<file path="config.mk">
export PLATFORM = sky130hd
export DESIGN_NAME = param_store_crc32_flush
export DESIGN_NICKNAME = d
export VERILOG_FILES = /design/src/hdl/pscf_pkg.sv /design/src/hdl/param_store_crc32_flush.sv /design/src/hdl/pscf_ctrl.sv /design/src/hdl/pscf_datapath.sv
export SDC_FILE = /design/constraint.sdc
export NUM_CORES = 1
export LEC_CHECK = 0
export BUFFER_PORTS_ARGS = -buffer_cell sky130_fd_sc_hd__buf_2
export CAP_MARGIN = 40
export CORE_UTILIZATION = 45
export CTS_CLUSTER_SIZE = 25
export DETAILED_ROUTE_END_ITERATION = 7
export SLEW_MARGIN = 5
export SYNTH_ARGS = -nofsm -noshare
export SYNTH_HDL_FRONTEND = slang
export SYNTH_SLANG_ARGS = --single-unit
</file>
<file path="constraint.sdc">
create_clock -name clk -period 5.4 [get_ports clk]
set_input_delay 0.27 -clock clk [delete_from_list [all_inputs] [get_ports clk]]
set_output_delay 0.27 -clock clk [all_outputs]
set_load 0.01 [all_outputs]
</file>
<file path="src/hdl/pscf_pkg.sv">
`timescale 1ns / 1ps
`default_nettype none
// ----------------------------------------------------------------------------
// pscf_pkg: shared types and constants for the parameter store
// Item kinds, controller states, the controller/datapath command and status
// words, and the byte-wise CRC-32 step.
// ----------------------------------------------------------------------------
package pscf_pkg;

    localparam int PSCF_PARAM_COUNT = 8;

    localparam logic [31:0] CRC_INIT = 32'hFFFF_FFFF;
    localparam logic [31:0] CRC_POLY = 32'hEDB8_8320;

    localparam logic REPLY_LOAD  = 1'b0;
    localparam logic REPLY_IMAGE = 1'b1;

    typedef enum logic [1:0] {
        KIND_SAVE = 2'd0,
        KIND_LOAD = 2'd1,
        KIND_TICK = 2'd2
    } kind_t;

    typedef enum logic [2:0] {
        ST_IDLE,
        ST_LOAD,
        ST_FL_READ,
        ST_FL_CRC,
        ST_FL_END
    } state_t;

    typedef struct packed {
        logic save;        // write the table, set dirty
        logic load_cap;    // capture slot number of a load
        logic load_emit;   // drive the load reply
        logic flush_init;  // clear dirty, seed CRC, rewind pointer
        logic use_ptr;     // table read address from the flush pointer
        logic crc_step;    // fold one byte of the current word
        logic emit_crc;    // drive the CRC word
    } pscf_cmd_t;

    typedef struct packed {
        logic in_range;
        logic dirty;
        logic byte_last;
        logic ptr_last;
    } pscf_stat_t;

    // reflected CRC-32 over one byte
    function automatic logic [31:0] crc_byte(input logic [31:0] crc, input logic [7:0] data);
        logic [31:0] c;
        c = crc ^ {24'h0, data};
        for (int b = 0; b < 8; b++) begin
            c = (c >> 1) ^ (c[0] ? CRC_POLY : 32'h0);
        end
        return c;
    endfunction

endpackage
`default_nettype wire

</file>
<file path="src/hdl/param_store_crc32_flush.sv">
`timescale 1ns / 1ps
`default_nettype none
// ----------------------------------------------------------------------------
// param_store_crc32_flush: parameter table with CRC-32 flash image flush
// A word is taken when start is high and busy is low. kind selects save,
// load or flush tick. Out-of-range slots, unused kinds and ticks with a
// clean table are dropped without a result; for such a word and a save
// the controller stays idle and busy never rises.
// A load answers with one result word, registered out of ST_LOAD.
// A dirty tick emits PARAM_COUNT data words and then the CRC-32 word
// (last_word high). The table is read one slot per read cycle and the
// CRC engine folds one byte per cycle; busy stays high through the whole
// flush, from ST_FL_READ to the CRC word in ST_FL_END.
// Results appear for one cycle with strobe high; the receiver cannot
// stall them, and none is held back.
// Reset clears the control state and the slot valid bits, so every slot
// reads as zero and the dirty flag is clear; no clearing pass is needed.
// ----------------------------------------------------------------------------
module param_store_crc32_flush
    import pscf_pkg::*;
#(
    parameter int PARAM_COUNT = PSCF_PARAM_COUNT
)
(
    input  wire logic        clk,
    input  wire logic        rst_n,
    input  wire logic        start,
    output logic             busy,
    input  wire logic [1:0]  kind,
    input  wire logic [7:0]  param_index,
    input  wire logic [31:0] param_value,
    output logic             strobe,
    output logic             reply_kind,
    output logic [6:0]       word_index,
    output logic [31:0]      word_value,
    output logic             last_word
);

    pscf_cmd_t  cmd;
    pscf_stat_t stat;

    pscf_ctrl u_ctrl (
        .clk   (clk),
        .rst_n (rst_n),
        .start (start),
        .kind  (kind),
        .stat  (stat),
        .cmd   (cmd),
        .busy  (busy)
    );

    pscf_datapath #(
        .PARAM_COUNT (PARAM_COUNT)
    ) u_datapath (
        .clk         (clk),
        .rst_n       (rst_n),
        .cmd         (cmd),
        .stat        (stat),
        .param_index (param_index),
        .param_value (param_value),
        .strobe      (strobe),
        .reply_kind  (reply_kind),
        .word_index  (word_index),
        .word_value  (word_value),
        .last_word   (last_word)
    );

endmodule
`default_nettype wire

</file>
<file path="src/hdl/pscf_ctrl.sv">
`timescale 1ns / 1ps
`default_nettype none
// ----------------------------------------------------------------------------
// pscf_ctrl: sequencer for the parameter store
// Decodes accepted words and steps the flush through read, CRC and end.
// ----------------------------------------------------------------------------
module pscf_ctrl
    import pscf_pkg::*;
(
    input  wire logic       clk,
    input  wire logic       rst_n,
    input  wire logic       start,
    input  wire logic [1:0] kind,
    input  wire pscf_stat_t stat,
    output pscf_cmd_t       cmd,
    output logic            busy
);

    state_t state_reg;
    state_t state_next;

    always_ff @(posedge clk or negedge rst_n)
    begin
        if (!rst_n)
        begin
            state_reg <= ST_IDLE;
        end
        else
        begin
            state_reg <= state_next;
        end
    end

    always_comb
    begin
        state_next = state_reg;
        cmd        = '0;
        busy       = 1'b1;
        case (state_reg)
            ST_IDLE:
            begin
                busy = 1'b0;
                if (start)
                begin
                    case (kind)
                        KIND_SAVE:
                        begin
                            cmd.save = stat.in_range;
                        end
                        KIND_LOAD:
                        begin
                            if (stat.in_range)
                            begin
                                cmd.load_cap = 1'b1;
                                state_next   = ST_LOAD;
                            end
                        end
                        KIND_TICK:
                        begin
                            if (stat.dirty)
                            begin
                                cmd.flush_init = 1'b1;
                                state_next     = ST_FL_READ;
                            end
                        end
                        default:
                        begin
                            state_next = ST_IDLE;
                        end
                    endcase
                end
            end
            ST_LOAD:
            begin
                cmd.load_emit = 1'b1;
                state_next    = ST_IDLE;
            end
            ST_FL_READ:
            begin
                cmd.use_ptr = 1'b1;
                state_next  = ST_FL_CRC;
            end
            ST_FL_CRC:
            begin
                cmd.use_ptr  = 1'b1;
                cmd.crc_step = 1'b1;
                if (stat.byte_last)
                begin
                    state_next = stat.ptr_last ? ST_FL_END : ST_FL_READ;
                end
            end
            ST_FL_END:
            begin
                cmd.emit_crc = 1'b1;
                state_next   = ST_IDLE;
            end
            default:
            begin
                state_next = ST_IDLE;
            end
        endcase
    end

endmodule
`default_nettype wire

</file>
<file path="src/hdl/pscf_datapath.sv">
`timescale 1ns / 1ps
`default_nettype none
// ----------------------------------------------------------------------------
// pscf_datapath: parameter table, CRC engine and result register
// Table memory with per-slot valid bits (unwritten slots read as zero),
// flush pointer, byte counter, CRC register and the output word register.
// ----------------------------------------------------------------------------
module pscf_datapath
    import pscf_pkg::*;
#(
    parameter int PARAM_COUNT = PSCF_PARAM_COUNT
)
(
    input  wire logic        clk,
    input  wire logic        rst_n,
    input  wire pscf_cmd_t   cmd,
    output pscf_stat_t       stat,
    input  wire logic [7:0]  param_index,
    input  wire logic [31:0] param_value,
    output logic             strobe,
    output logic             reply_kind,
    output logic [6:0]       word_index,
    output logic [31:0]      word_value,
    output logic             last_word
);

    localparam int IDX_W = (PARAM_COUNT > 1) ? $clog2(PARAM_COUNT) : 1;
    localparam int CNT_W = $clog2(PARAM_COUNT + 1);

    logic [31:0]            mem [PARAM_COUNT];
    logic [PARAM_COUNT-1:0] valid_reg;
    logic [PARAM_COUNT-1:0] valid_next;
    logic [31:0]            rd_data_reg;
    logic                   rd_valid_reg;
    logic [IDX_W-1:0]       wr_addr;
    logic [IDX_W-1:0]       rd_addr;
    logic [31:0]            rd_word;

    logic                   dirty_reg;
    logic                   dirty_next;
    logic [CNT_W-1:0]       ptr_reg;
    logic [CNT_W-1:0]       ptr_next;
    logic [1:0]             byte_reg;
    logic [1:0]             byte_next;
    logic [31:0]            crc_reg;
    logic [31:0]            crc_next;
    logic [IDX_W-1:0]       idx_reg;
    logic [IDX_W-1:0]       idx_next;

    logic                   strobe_reg;
    logic                   strobe_next;
    logic                   kind_reg;
    logic                   kind_next;
    logic [6:0]             windex_reg;
    logic [6:0]             windex_next;
    logic [31:0]            wvalue_reg;
    logic [31:0]            wvalue_next;
    logic                   last_reg;
    logic                   last_next;

    logic                   emit_data;

    assign wr_addr = param_index[IDX_W-1:0];
    assign rd_addr = cmd.use_ptr ? ptr_reg[IDX_W-1:0] : param_index[IDX_W-1:0];
    assign rd_word = rd_valid_reg ? rd_data_reg : 32'h0;

    always_ff @(posedge clk)
    begin
        if (cmd.save)
        begin
            mem[wr_addr] <= param_value;
        end
        rd_data_reg  <= mem[rd_addr];
        rd_valid_reg <= valid_reg[rd_addr];
    end

    assign stat.in_range  = {1'b0, param_index} < 9'(PARAM_COUNT);
    assign stat.dirty     = dirty_reg;
    assign stat.byte_last = (byte_reg == 2'd3);
    assign stat.ptr_last  = (ptr_reg == CNT_W'(PARAM_COUNT - 1));

    assign emit_data = cmd.crc_step && (byte_reg == 2'd0);

    always_comb
    begin
        valid_next  = valid_reg;
        dirty_next  = dirty_reg;
        ptr_next    = ptr_reg;
        byte_next   = byte_reg;
        crc_next    = crc_reg;
        idx_next    = idx_reg;
        strobe_next = cmd.load_emit | emit_data | cmd.emit_crc;
        kind_next   = kind_reg;
        windex_next = windex_reg;
        wvalue_next = wvalue_reg;
        last_next   = last_reg;

        if (cmd.save)
        begin
            valid_next[wr_addr] = 1'b1;
            dirty_next          = 1'b1;
        end
        if (cmd.load_cap)
        begin
            idx_next = param_index[IDX_W-1:0];
        end
        if (cmd.flush_init)
        begin
            dirty_next = 1'b0;
            ptr_next   = '0;
            byte_next  = 2'd0;
            crc_next   = CRC_INIT;
        end
        if (cmd.crc_step)
        begin
            crc_next  = crc_byte(crc_reg, rd_word[{byte_reg, 3'b000} +: 8]);
            byte_next = byte_reg + 2'd1;
            if (byte_reg == 2'd3)
            begin
                ptr_next = ptr_reg + CNT_W'(1);
            end
        end

        if (cmd.load_emit)
        begin
            kind_next   = REPLY_LOAD;
            windex_next = 7'(idx_reg);
            wvalue_next = rd_word;
            last_next   = 1'b1;
        end
        else if (emit_data)
        begin
            kind_next   = REPLY_IMAGE;
            windex_next = 7'(ptr_reg);
            wvalue_next = rd_word;
            last_next   = 1'b0;
        end
        else if (cmd.emit_crc)
        begin
            kind_next   = REPLY_IMAGE;
            windex_next = 7'(PARAM_COUNT);
            wvalue_next = ~crc_reg;
            last_next   = 1'b1;
        end
    end

    always_ff @(posedge clk or negedge rst_n)
    begin
        if (!rst_n)
        begin
            valid_reg  <= '0;
            dirty_reg  <= 1'b0;
            ptr_reg    <= '0;
            byte_reg   <= 2'd0;
            strobe_reg <= 1'b0;
        end
        else
        begin
            valid_reg  <= valid_next;
            dirty_reg  <= dirty_next;
            ptr_reg    <= ptr_next;
            byte_reg   <= byte_next;
            strobe_reg <= strobe_next;
        end
    end

    always_ff @(posedge clk)
    begin
        crc_reg    <= crc_next;
        idx_reg    <= idx_next;
        kind_reg   <= kind_next;
        windex_reg <= windex_next;
        wvalue_reg <= wvalue_next;
        last_reg   <= last_next;
    end

    assign strobe     = strobe_reg;
    assign reply_kind = kind_reg;
    assign word_index = windex_reg;
    assign word_value = wvalue_reg;
    assign last_word  = last_reg;

endmodule
`default_nettype wire

</file>
==> run summary <==
startpoint of the worst-slack reg-to-reg timing path = u_ctrl.state_reg[2]
number of levels in the clock H-tree = 2
number of antenna violations at the first check in global routing = 2
Die Span X = 186 um
number of enable flip-flop cells after synthesis = 326
minimum period implied by the final worst setup slack = 3.36 ns
final layout net count = 970
Die Y = 186 um
number of top-level pins = 88
drt total wl = 29.6 mm
commonest non-fill, non-tap cell in the layout = edfxtp_1
area fraction in compound gates after synthesis = 0.0238
switching power share of the total = 0.220
setup repair after global routing missed its margin = no
highest net fanout along the worst path = 20
core area = 0.0329 mm2
crit path buf inv count = 1
TritonCTS clock tree = yes
outcome = complete, no violations
clock tree sinks = 381
last weighted congestion value of the routability-driven placer = 0.836
worst slew margin relative to its limit = 0.558
share of post-route cells with drive strength above 1 = 0.308
count of vias placed by the detailed router = 7,332
1st-iter DRT viols = 480
sum of net half-perimeters after detailed placement = 18.7 mm
number of setup violations in the final report = 0
initial standard-cell utilization of the core = 0.463
summed instance area of the synthesized netlist = 0.0152 mm2
portion of netlist area occupied by mux cells = 0.137
maximum vdd ir drop = 0.000299 V
dominant delay contributor by cell family on the critical path = simple AND/OR/NAND/NOR gates
cells along the critical path = or3_1, nor3b_1, nand3_1, nor2_4, buf_4
count of mapped cells out of synthesis = 813
reg2reg setup slack = 2.04 ns
row cnt = 66
data arrival at the endpoint of the critical path = 3.55 ns
leakage power = 5.95 nW
Hold Crit Depth = 1
register bank with the most flops = u_datapath.mem
number of buffers added on ports = 84
cells on worst reg2reg path = 5
worst skew pair latency = 0.52 ns
Critical Path Max Stage Delay = 0.58 ns
CTS buffer count = 40
via count normalized by instance count = 5.25
number of flip-flops under the largest register name = 256
Seq pwr share = 0.506
register bit count reported by yosys = 381
commonest non-fill, non-tap cells in the layout = 326 x edfxtp_1, 84 x buf_2, 66 x mux4_2
top-area cell type share of the netlist area = 0.643
Total Die Area = 0.0346 mm2
clk root buf = clkbuf_16
startpoint kind of the worst setup timing path = flip-flop
Final Max Tran Viols = 0
xor and xnor fraction of the mapped netlist area = 0.0568
Clk network pwr share = 0.412
total track usage = 0.179
max frequency = 297 MHz
final standard cell utilization of the core = 0.538
final worst path period share = 0.623
WL/cell = 21.2 um
overall overflow remaining after global route = 0
Synth Area in Simple Gates = 0.0431
proportion of register bits with asynchronous set or reset after synthesis = 0.0499
Critical R2R Capture = u_datapath.mem[3][7]
number of maximum-capacitance constraint violations = 0
Worst Max-Slew Pin Slew = 0.659 ns
critical path type = reg2reg
largest family of logic cells by synthesized area = multiplexers
maximum clock insertion buffer count = 3
Hold Path Sink = u_datapath.mem[0][13]
area share of fa/ha/maj cells after synthesis = 0.00247
switching power of the nets = 0.00144 W
Synth area leader = edfxtp_1
DRC Markers = 0
start point of the worst min-delay path = param_value[13]
cells resized by post-CTS repair = 0
first-pass detailed-route iteration total = 5
vias in the first global route = 7,363
commonest register cell after synthesis = edfxtp_1
type of the most critical hold path = in2reg
Detail Route Antenna Nets = 0
sum of negative setup slack = 0 ns
Max Clock Skew = 0.0124 ns
pin count of the biggest net entering global routing = 67
sequential-to-total area share from yosys stat = 0.722
critical-path cell with the highest stage delay = nor2_4
hold violation count in the final report = 0
cell types with the largest area share after synthesis = edfxtp_1 64%, mux4_2 9.8%, dfxtp_1 4.7%
Synth-to-Final Area Change = 16.1%
Clock transition at path regs = 0.06 ns
wire length of the first global-routing pass = 45.2 mm
areal power density over the cells = 371 mW/mm2
# fillers = 2,651
share of power burned in combinational logic = 0.082
Critical Path Sink Type = flip-flop
Unique masters post-synth = 48
synthesized area divided by synthesized cell count = 18.7 um2
required time of the worst setup path = 5.59 ns
number of warning messages in the yosys log = 0
cell internal power dissipation = 0.00512 W
-- how the worst max path moves through the flow --
stage,from,end,slack [ns],cells past startpoint
global route,u_ctrl.state_reg[2],u_datapath.mem[3][1],1.84,5
finish,u_ctrl.state_reg[2],u_datapath.mem[3][7],2.04,5
CTS,u_ctrl.state_reg[2],u_datapath.mem[7][18],2.02,5
floorplan,u_ctrl.state_reg[0],u_datapath.mem[1][0],1.07,5
detailed placement,u_ctrl.state_reg[2],u_datapath.mem[3][16],2.05,5
global placement,u_datapath.rd_valid_reg,u_datapath.crc_reg[19],1.95,6
-- cell type report --
type | count | area [um2] | area share
antenna | 2 | 5.00 | 0.000283
clock buffer | 51 | 1070 | 0.0607
clock inverter | 22 | 236 | 0.0134
inverter | 4 | 15.0 | 0.000850
multi-input combinational | 390 | 4110 | 0.233
sequential | 381 | 11000 | 0.622
tap | 442 | 553 | 0.0313
timing repair buffer | 105 | 691 | 0.0391
-- Yosys cell counts (8+ instances only) --
master and number:
xnor2_1 28, o21ai_0 40, xor2_1 12, dfrtp_1 19, mux2_2 33, xnor3_1 12
or2_2 8, nand2_1 39, clkbuf_1 22, edfxtp_1 326, nand3_1 47, mux2i_1 22
mux4_2 66, nor2_1 18, dfxtp_1 36
-- stage by stage --
step / instances / hold slack [ns] / cell area [um2] / power (W) / setup slack, ns
final: 1397 / 0.0225 / 17700 / 0.00656 / 2.04
after global routing: 1395 / 0.0120 / 17700 / 0.00680 / 1.84
after CTS: 1395 / 0.00763 / 17700 / 0.00663 / 2.02
after detailed placement: 1319 / 0.274 / 16300 / 0.00393 / 2.05
after global placement: 1314 / 0.268 / 16200 / 0.00392 / 1.95
after floorplan: 815 / -0.0256 / 15200 / 0.00372 / 1.07
-- repair_timing --
item / CTS / global route
setup buffers: 0 / 0
hold buffers: 3 / 0
endpoints found under the hold margin: 21 / 0
setup endpoints to repair: 0 / 0
-- power groups by stage --
stage | Sequential [W] | Combinational [W] | Clock (W)
6_report | 0.00332 | 0.000538 | 0.00270
5_1_grt | 0.00332 | 0.000590 | 0.00289
4_1_cts | 0.00332 | 0.000551 | 0.00277
3_5_place_dp | 0.00338 | 0.000547 | 0
3_3_place_gp | 0.00338 | 0.000536 | 0
2_1_floorplan | 0.00337 | 0.000357 | 0
-- cell families after synthesis --
| kind of cell | Yosys count |
|---|---|
| DFF | 381 |
| buffers and inverters | 44 |
| AOI/OAI and AO/OA | 63 |
| muxes | 121 |
| and+or+nand+nor | 136 |
| adders and majority gates | 3 |
| other | 1 |
| xor gates and xnor gates | 64 |
-- layer usage --
metal | routed length, um | vias to the layer above | global-route usage
met5 | 0 | - | 0
met2 | 14200 | 180 | 0.290
met3 | 1370 | 39 | 0.0344
met1 | 13500 | 3722 | 0.247
met4 | 583 | 0 | 0.0489
li1 | - | 3391 | -
(Power assumes the default switching activity.)
